===== config.mk =====
export PLATFORM = sky130hd
export DESIGN_NAME = ordered_list_insert_delete_engine_flat
export DESIGN_NICKNAME = d
export VERILOG_FILES = /design/src/design/olie_pkg.sv /design/src/design/olie_in_if.sv /design/src/design/olie_out_if.sv /design/src/design/ordered_list_insert_delete_engine.sv /design/src/flat_wrapper.sv
export SDC_FILE = /design/constraint.sdc
export NUM_CORES = 1
export LEC_CHECK = 0
export BUFFER_PORTS_ARGS = -buffer_cell sky130_fd_sc_hd__buf_2
export CAP_MARGIN = 20
export CORE_ASPECT_RATIO = 1.2
export CORE_MARGIN = 2
export CORE_UTILIZATION = 30
export DETAILED_ROUTE_END_ITERATION = 10
export GPL_ROUTABILITY_DRIVEN = 0
export PLACE_DENSITY = 0.56
export SKIP_CTS_REPAIR_TIMING = 1
export SLEW_MARGIN = 20
export SYNTH_ARGS = -nofsm -noshare
export SYNTH_HDL_FRONTEND = slang
export SYNTH_SLANG_ARGS = --single-unit

===== constraint.sdc =====
create_clock -name clk -period 5.15 [get_ports clk]
set_clock_uncertainty 0.2 [all_clocks]
set_input_delay 1.03 -clock clk [delete_from_list [all_inputs] [get_ports clk]]
set_output_delay 1.03 -clock clk [all_outputs]
set_load 0.05 [all_outputs]

===== src/design/olie_pkg.sv =====
// Shared types and constants for the ordered list insert/delete engine.
// Depends on nothing; every other design file imports it.
`default_nettype none

package olie_pkg;

  localparam int OP_W    = 2;
  localparam int VALUE_W = 32;
  localparam int STAT_W  = 2;
  localparam int TOTAL_W = 5;

  typedef enum logic [OP_W-1:0] {
    OP_PUSH_FRONT = 2'd0,
    OP_PUSH_BACK  = 2'd1,
    OP_DELETE     = 2'd2,
    OP_LIST       = 2'd3
  } op_t;

  typedef enum logic [STAT_W-1:0] {
    ST_OK        = 2'd0,
    ST_EMPTY     = 2'd1,
    ST_NOT_FOUND = 2'd2,
    ST_FULL      = 2'd3
  } status_t;

endpackage

`default_nettype wire


===== src/design/olie_in_if.sv =====
// Operation channel: valid/ready handshake carrying one operation beat.
// Depends on olie_pkg.
`default_nettype none

interface olie_in_if;
  import olie_pkg::*;

  logic                      valid;
  logic                      ready;
  op_t                       operation;
  logic signed [VALUE_W-1:0] value;

  modport source (output valid, output operation, output value, input ready);
  modport sink   (input valid, input operation, input value, output ready);
endinterface

`default_nettype wire


===== src/design/olie_out_if.sv =====
// Result channel: valid/ready handshake carrying one result beat.
// Depends on olie_pkg.
`default_nettype none

interface olie_out_if;
  import olie_pkg::*;

  logic                      valid;
  logic                      ready;
  status_t                   status;
  logic signed [VALUE_W-1:0] element;
  logic                      last_of_run;
  logic [TOTAL_W-1:0]        entry_total;

  modport source (output valid, output status, output element, output last_of_run,
                  output entry_total, input ready);
  modport sink   (input valid, input status, input element, input last_of_run,
                  input entry_total, output ready);
endinterface

`default_nettype wire


===== src/design/ordered_list_insert_delete_engine.sv =====
// Ordered list engine over a circular store of CAPACITY signed 32-bit entries.
// Operations: insert writes the store and loads the result register via S_OUT; delete searches
//   from the front for the match, then shifts the entries behind it down one place, or
//   reports not found after the last entry; list gives one beat per cycle while the sink accepts.
// Throughput: one operation at a time; ready only while the sequencer is idle.
// Reset: synchronous active-low rst_n empties the list; store contents are left as is.
`default_nettype none

module ordered_list_insert_delete_engine #(
  parameter int CAPACITY = 16
) (
  input  wire            clk,
  input  wire            rst_n,
  olie_in_if.sink        in_bus,
  olie_out_if.source     out_bus
);
  import olie_pkg::*;

  localparam int PTR_W = (CAPACITY > 1) ? $clog2(CAPACITY) : 1;
  localparam int CNT_W = $clog2(CAPACITY + 1);
  localparam int OFF_W = CNT_W + 1;

  typedef enum logic [4:0] {
    S_IDLE   = 5'b00001,
    S_SEARCH = 5'b00010,
    S_SHIFT  = 5'b00100,
    S_LIST   = 5'b01000,
    S_OUT    = 5'b10000
  } state_t;

  // sequencer and list bookkeeping
  state_t                    state_r, state_nxt;
  logic [PTR_W-1:0]          front_r, front_nxt;
  logic [CNT_W-1:0]          count_r, count_nxt;
  logic [CNT_W-1:0]          idx_r, idx_nxt;
  logic signed [VALUE_W-1:0] val_r, val_nxt;
  status_t                   pstat_r, pstat_nxt;

  // entry store, one write and one registered read port
  logic signed [VALUE_W-1:0] mem [CAPACITY];
  logic signed [VALUE_W-1:0] rdata_r;
  logic                      mem_we;
  logic [PTR_W-1:0]          waddr;
  logic [PTR_W-1:0]          raddr;
  logic signed [VALUE_W-1:0] wdata;

  // result register
  logic                      out_valid_r;
  status_t                   out_status_r;
  logic signed [VALUE_W-1:0] out_element_r;
  logic                      out_last_r;
  logic [TOTAL_W-1:0]        out_total_r;

  logic                      emit;
  status_t                   e_status;
  logic signed [VALUE_W-1:0] e_elem;
  logic                      e_last;

  logic                      in_fire;
  logic                      out_free;
  logic [OFF_W-1:0]          idx_p1;
  logic [OFF_W-1:0]          idx_p2;
  logic [OFF_W-1:0]          cnt_ext;
  logic [PTR_W-1:0]          front_dec;
  logic [CNT_W+TOTAL_W-1:0]  total_wide;

  // Map a list offset (0 = front) to its store slot; offset never exceeds CAPACITY.
  function automatic logic [PTR_W-1:0] slot_of(input logic [OFF_W-1:0] off);
    logic [OFF_W:0] sum;
    sum = (OFF_W+1)'(front_r) + (OFF_W+1)'(off);
    if (sum >= (OFF_W+1)'(CAPACITY)) begin
      sum = sum - (OFF_W+1)'(CAPACITY);
    end
    return sum[PTR_W-1:0];
  endfunction

  assign in_bus.ready = (state_r == S_IDLE);
  assign in_fire      = in_bus.valid && (state_r == S_IDLE);
  // The result register may be loaded when empty or being drained this cycle.
  assign out_free     = !out_valid_r || out_bus.ready;

  assign idx_p1     = OFF_W'(idx_r) + OFF_W'(1);
  assign idx_p2     = OFF_W'(idx_r) + OFF_W'(2);
  assign cnt_ext    = OFF_W'(count_r);
  assign front_dec  = (front_r == '0) ? PTR_W'(CAPACITY - 1) : front_r - 1'b1;
  assign total_wide = {{TOTAL_W{1'b0}}, count_r};

  always_comb begin
    state_nxt = state_r;
    front_nxt = front_r;
    count_nxt = count_r;
    idx_nxt   = idx_r;
    val_nxt   = val_r;
    pstat_nxt = pstat_r;
    mem_we    = 1'b0;
    waddr     = front_r;
    wdata     = in_bus.value;
    raddr     = front_r;
    emit      = 1'b0;
    e_status  = ST_OK;
    e_elem    = val_r;
    e_last    = 1'b1;

    case (state_r)
      S_IDLE: begin
        // Read the front entry now so search and list have it next cycle.
        raddr = front_r;
        if (in_fire) begin
          val_nxt = in_bus.value;
          case (in_bus.operation)
            OP_PUSH_FRONT, OP_PUSH_BACK: begin
              state_nxt = S_OUT;
              if (count_r == CNT_W'(CAPACITY)) begin
                pstat_nxt = ST_FULL;
              end else begin
                pstat_nxt = ST_OK;
                mem_we    = 1'b1;
                count_nxt = count_r + 1'b1;
                if (in_bus.operation == OP_PUSH_FRONT) begin
                  front_nxt = front_dec;
                  waddr     = front_dec;
                end else begin
                  waddr = slot_of(cnt_ext);
                end
              end
            end
            OP_DELETE: begin
              idx_nxt = '0;
              if (count_r == '0) begin
                pstat_nxt = ST_EMPTY;
                state_nxt = S_OUT;
              end else begin
                state_nxt = S_SEARCH;
              end
            end
            OP_LIST: begin
              idx_nxt = '0;
              if (count_r == '0) begin
                pstat_nxt = ST_EMPTY;
                val_nxt   = '0;
                state_nxt = S_OUT;
              end else begin
                state_nxt = S_LIST;
              end
            end
            default: begin
              state_nxt = S_IDLE;
            end
          endcase
        end
      end

      S_SEARCH: begin
        // rdata_r holds entry idx_r; prefetch the next one.
        raddr = slot_of(idx_p1);
        if (rdata_r == val_r) begin
          if (idx_p1 == cnt_ext) begin
            // match is the back entry: nothing to close up
            count_nxt = count_r - 1'b1;
            if (count_r == CNT_W'(1)) begin
              front_nxt = '0;
            end
            pstat_nxt = ST_OK;
            state_nxt = S_OUT;
          end else begin
            state_nxt = S_SHIFT;
          end
        end else if (idx_p1 == cnt_ext) begin
          pstat_nxt = ST_NOT_FOUND;
          state_nxt = S_OUT;
        end else begin
          idx_nxt = idx_r + 1'b1;
        end
      end

      S_SHIFT: begin
        // rdata_r holds entry idx_r+1; move it down one place.
        mem_we = 1'b1;
        waddr  = slot_of(OFF_W'(idx_r));
        wdata  = rdata_r;
        raddr  = slot_of(idx_p2);
        if (idx_p2 == cnt_ext) begin
          count_nxt = count_r - 1'b1;
          pstat_nxt = ST_OK;
          state_nxt = S_OUT;
        end else begin
          idx_nxt = idx_r + 1'b1;
        end
      end

      S_LIST: begin
        if (out_free) begin
          emit     = 1'b1;
          e_status = ST_OK;
          e_elem   = rdata_r;
          e_last   = (idx_p1 == cnt_ext);
          raddr    = slot_of(idx_p1);
          if (idx_p1 == cnt_ext) begin
            state_nxt = S_IDLE;
          end else begin
            idx_nxt = idx_r + 1'b1;
          end
        end else begin
          // hold: re-read the same entry while the sink stalls
          raddr = slot_of(OFF_W'(idx_r));
        end
      end

      S_OUT: begin
        if (out_free) begin
          emit      = 1'b1;
          e_status  = pstat_r;
          e_elem    = val_r;
          e_last    = 1'b1;
          state_nxt = S_IDLE;
        end
      end

      default: begin
        state_nxt = S_IDLE;
      end
    endcase
  end

  // control state
  always_ff @(posedge clk) begin
    if (!rst_n) begin
      state_r     <= S_IDLE;
      front_r     <= '0;
      count_r     <= '0;
      out_valid_r <= 1'b0;
    end else begin
      state_r <= state_nxt;
      front_r <= front_nxt;
      count_r <= count_nxt;
      if (emit) begin
        out_valid_r <= 1'b1;
      end else if (out_bus.ready) begin
        out_valid_r <= 1'b0;
      end
    end
  end

  // payload and working registers
  always_ff @(posedge clk) begin
    idx_r   <= idx_nxt;
    val_r   <= val_nxt;
    pstat_r <= pstat_nxt;
    if (emit) begin
      out_status_r  <= e_status;
      out_element_r <= e_elem;
      out_last_r    <= e_last;
      out_total_r   <= total_wide[TOTAL_W-1:0];
    end
  end

  // entry store
  always_ff @(posedge clk) begin
    if (mem_we) begin
      mem[waddr] <= wdata;
    end
    rdata_r <= mem[raddr];
  end

  assign out_bus.valid       = out_valid_r;
  assign out_bus.status      = out_status_r;
  assign out_bus.element     = out_element_r;
  assign out_bus.last_of_run = out_last_r;
  assign out_bus.entry_total = out_total_r;

`ifndef ASSERT_OFF
  a_count_bound: assert property (@(posedge clk) disable iff (!rst_n)
    count_r <= CNT_W'(CAPACITY))
    else $error("entry count exceeds capacity");

  a_count_source: assert property (@(posedge clk) disable iff (!rst_n)
    $past(rst_n) && !$stable(count_r) |->
      $past(in_fire) || $past(state_r == S_SEARCH) || $past(state_r == S_SHIFT))
    else $error("entry count changed outside insert or delete");

  a_error_last: assert property (@(posedge clk) disable iff (!rst_n)
    out_valid_r && (out_status_r != ST_OK) |-> out_last_r)
    else $error("error result not marked last");

  a_list_total: assert property (@(posedge clk) disable iff (!rst_n)
    emit && (state_r == S_LIST) |=> out_total_r == total_wide[TOTAL_W-1:0])
    else $error("list beat total does not match entry count");
`endif

endmodule

`default_nettype wire

===== src/flat_wrapper.sv =====
// flat-port wrapper written by rule: the top's interface ports become plain ports
module ordered_list_insert_delete_engine_flat import olie_pkg::*;
#(
  parameter int CAPACITY = 16
)
  (clk, rst_n, in_bus_valid, in_bus_operation, in_bus_value, in_bus_ready, out_bus_valid, out_bus_status, out_bus_element, out_bus_last_of_run, out_bus_entry_total, out_bus_ready);
  olie_in_if in_bus_i ();
  olie_out_if out_bus_i ();
  input  wire clk;
  input  wire rst_n;
  input wire logic [$bits(in_bus_i.valid)-1:0] in_bus_valid;
  input wire logic [$bits(in_bus_i.operation)-1:0] in_bus_operation;
  input wire logic [$bits(in_bus_i.value)-1:0] in_bus_value;
  output wire logic [$bits(in_bus_i.ready)-1:0] in_bus_ready;
  output wire logic [$bits(out_bus_i.valid)-1:0] out_bus_valid;
  output wire logic [$bits(out_bus_i.status)-1:0] out_bus_status;
  output wire logic [$bits(out_bus_i.element)-1:0] out_bus_element;
  output wire logic [$bits(out_bus_i.last_of_run)-1:0] out_bus_last_of_run;
  output wire logic [$bits(out_bus_i.entry_total)-1:0] out_bus_entry_total;
  input wire logic [$bits(out_bus_i.ready)-1:0] out_bus_ready;
  assign in_bus_i.valid = in_bus_valid;
  assign in_bus_i.operation = in_bus_operation;
  assign in_bus_i.value = in_bus_value;
  assign in_bus_ready = in_bus_i.ready;
  assign out_bus_valid = out_bus_i.valid;
  assign out_bus_status = out_bus_i.status;
  assign out_bus_element = out_bus_i.element;
  assign out_bus_last_of_run = out_bus_i.last_of_run;
  assign out_bus_entry_total = out_bus_i.entry_total;
  assign out_bus_i.ready = out_bus_ready;
  ordered_list_insert_delete_engine #(.CAPACITY(CAPACITY)) u_core (.clk(clk), .rst_n(rst_n), .in_bus(in_bus_i), .out_bus(out_bus_i));
endmodule

==> flow_metrics.env <==
export IMPL_setup_tns_ns=0
export IMPL_power_static_leakage_nw=10.61
export IMPL_irDropWorstVdd_uv=291.0
export IMPL_vias_per_cell=5.051
export IMPL_ioPinCount=80
export IMPL_period_share=0.8478
export IMPL_syn_num_nets=2066
export IMPL_row_count=119
export IMPL_cp_start_kind="flop"
export IMPL_status="finished, final reports clean"
export IMPL_cts_sinks=638
export IMPL_cts_inserted_buffers=58
export IMPL_cellPowerDensity_nw_per_um2=424.7
export IMPL_dp_hpwl_mm=44.77
export IMPL_finalHoldViolations=0
export IMPL_worstSkewPairLatency_ns=0.64
export IMPL_drt_iter0_drc=1502
export IMPL_slew_headroom=0.2412
export IMPL_drc=0
export IMPL_grt_usage=0.1604
export IMPL_async_flop_share=0
export IMPL_hold_path_class="flop to flop"
export IMPL_grt_max_degree=92
export IMPL_netlist_area_um2=26460
export IMPL_areaGrowthSynthToFinish_pct=15.25
export IMPL_grt_ovfl_total=0
export IMPL_synth_edff_count=591
export IMPL_dieArea_um2=90620
export IMPL_rsz0062_at_grt="false"
export IMPL_worstMarginPinSlew_ns=1.138
export IMPL_end_kind="flop"
export IMPL_cts_tree="done"
export IMPL_synth_top_cell_area_share=0.6706
export IMPL_max_cap_violations=0
export IMPL_synth_largest_area_cell="edfxtp_1"
export IMPL_fin_crit_ns=4.366
export IMPL_start_util=0.3023
export IMPL_synth_seq_cells=638
export IMPL_cts_root_buf="clkbuf_16"
export IMPL_grt_pass1_vias=16460
export IMPL_path_buf_inv=2
export IMPL_ant_nets=0
export IMPL_clockBufferDepth=3
export IMPL_synthCells=2006
export IMPL_yosys_warnings=0
export IMPL_drt_wl_total_mm=73.62
export IMPL_worstPathMaxFanout=18
export IMPL_yosys_top_cells_count="edfxtp_1 (591), nand2_1 (539), nor2_1 (131), nand3_1 (79), mux2i_1 (69)"
export IMPL_max_freq_ghz=0.2290
export IMPL_yosysUniqueCellTypes=70
export IMPL_drive_gt1_frac=0.1394
export IMPL_grt_pass1_wl_mm=108.2
export IMPL_io_buffer_count=79
export IMPL_core_area_um2=87550
export IMPL_htree_levels=2
export IMPL_arrival_ns=4.46
export IMPL_critPathRequiredTime_ns=5.25
export IMPL_clk_pin_slew_ns=0.07
export IMPL_cp_top_family="simple AND/OR/NAND/NOR gates"
export IMPL_nets=2150
export IMPL_synth_area_per_cell_um2=13.19
export IMPL_antenna_found_initial=1
export IMPL_yosys_top_cells_area="edfxtp_1 (67%), nand2_1 (7.6%), dfxtp_1 (3.6%), mux2i_1 (2.6%), nor2_1 (1.9%)"
export IMPL_critPathKind="flop to flop"
export IMPL_wl_per_cell_um=22.39
export IMPL_finalMaxSlewViolations=0
export IMPL_synth_most_common_cell="edfxtp_1"
export IMPL_setup_viol=0
export IMPL_seq_area_frac_synth=0.7062
export IMPL_cp_cell_sequence="inv_1, ha_1, a31oi_1, and2_1, o21ai_0, a221oi_1, nand2b_1, nor2_4, buf_4"
export IMPL_die_y_um=329.4
export IMPL_vias=16610
export IMPL_finalPower_mw=12.95
export IMPL_drtPass1Iterations=6
export IMPL_slowest_stage="a221oi_1"
export IMPL_die_x_um=275.1
export IMPL_critPathMaxStageDelay_ns=0.71
export IMPL_synthFlopType="edfxtp_1"
sequential cells by signal, summed over array words and instances, names as in the netlist:
name,cells
u_core.front_r,4
u_core.mem,512
u_core.out_bus.element,32
u_core.out_bus.status,2
u_core.val_r,32
u_core.count_r,5
u_core.out_bus.last_of_run,1
u_core.pstat_r,2
u_core.state_r,5
u_core.idx_r,5
u_core.out_bus.valid,1
u_core.rdata_r,32
u_core.out_bus.entry_total,5
final timing paths:
kind / startpoint / end / slack (ns) / cells after the start
hold / removal: u_core.val_r[14] / u_core.out_bus.element[14] / 0.37 / 2
setup / recovery: u_core.count_r[1] / u_core.mem[10][30] / 0.78 / 9
setup reg to reg: u_core.count_r[1] / u_core.mem[10][30] / 0.78 / 9
hold reg to reg: u_core.val_r[14] / u_core.out_bus.element[14] / 0.37 / 2
cells by family after synthesis:
family / synth area share
simple gates: 0.1447
mux: 0.02610
fa+ha+maj: 0.01154
buf+inv: 0.02066
compound gates: 0.07215
flops: 0.7062
xor+xnor: 0.01872
per-stage QoR:
| stage | hold WS [ns] | utilization | instances | area (µm²) | setup slack, ns |
|---|---|---|---|---|---|
| floorplan | 0.2064 | - | 2006 | 26460 | 0.004766 |
| global placement | 0.3555 | 0.3260 | 3177 | 28540 | 0.7083 |
| detailed placement | 0.3593 | 0.3265 | 3179 | 28580 | 0.6957 |
| CTS | 0.3740 | 0.3483 | 3287 | 30490 | 0.8287 |
| global route | 0.3922 | 0.3483 | 3287 | 30500 | 0.5690 |
| finish | 0.3732 | 0.3484 | 3288 | 30500 | 0.7836 |
layout make-up:
type | count | area, µm²
well taps | 1149 | 1438
diodes | 1 | 2.502
inverters | 16 | 60.06
clock inverters | 25 | 254.0
repair buffers | 136 | 960.9
multi-input cells | 1240 | 7440
fillers | 8472 | 57050
flip-flops and latches | 638 | 18690
clock buffers | 83 | 1657
per-layer routing:
| metal | share of wire | track usage |
|---|---|---|
| met1 | 0.40 | 0.1976 |
| met2 | 0.51 | 0.2836 |
| met3 | 0.057 | 0.02238 |
| met4 | 0.037 | 0.06110 |
| met5 | 0.00018 | 0 |
placed cells by master, fill, tap and decap left out, types with 4 or more instances in the layout:
cell,count
edfxtp_1,591
buf_2,79
nand2b_1,12
o21ai_0,13
nor3_1,6
clkbuf_8,9
nor2_4,13
bufinv_16,5
buf_12,11
clkbuf_1,15
clkinv_2,10
xnor2_1,14
nand4_1,34
a31oi_1,32
nor2b_4,9
a32o_1,31
clkbuf_16,59
and3_1,4
dfxtp_1,47
nor2_1,118
nand3_1,78
nand3b_1,4
xor2_1,40
buf_4,46
ha_1,18
inv_1,16
nor2b_1,40
o41ai_2,30
a32oi_1,35
fa_1,4
nand2_1,538
mux2i_1,69
clkinv_1,6
nor4_1,9
a21o_1,7
a21oi_1,15
report_power, final:
group	switching [mW]	total, mW	internal (mW)
Sequential	0.305	6.41	6.11
Clock	1.88	4.36	2.48
Combinational	1.50	2.18	0.675
worst min-delay path, delay by kind of cell (launching register included):
kind | cells | cell delay (ns)
DFF | 1 | 0.36
and+or+nand+nor | 2 | 0.12
Power figures use the tool's default switching activity.
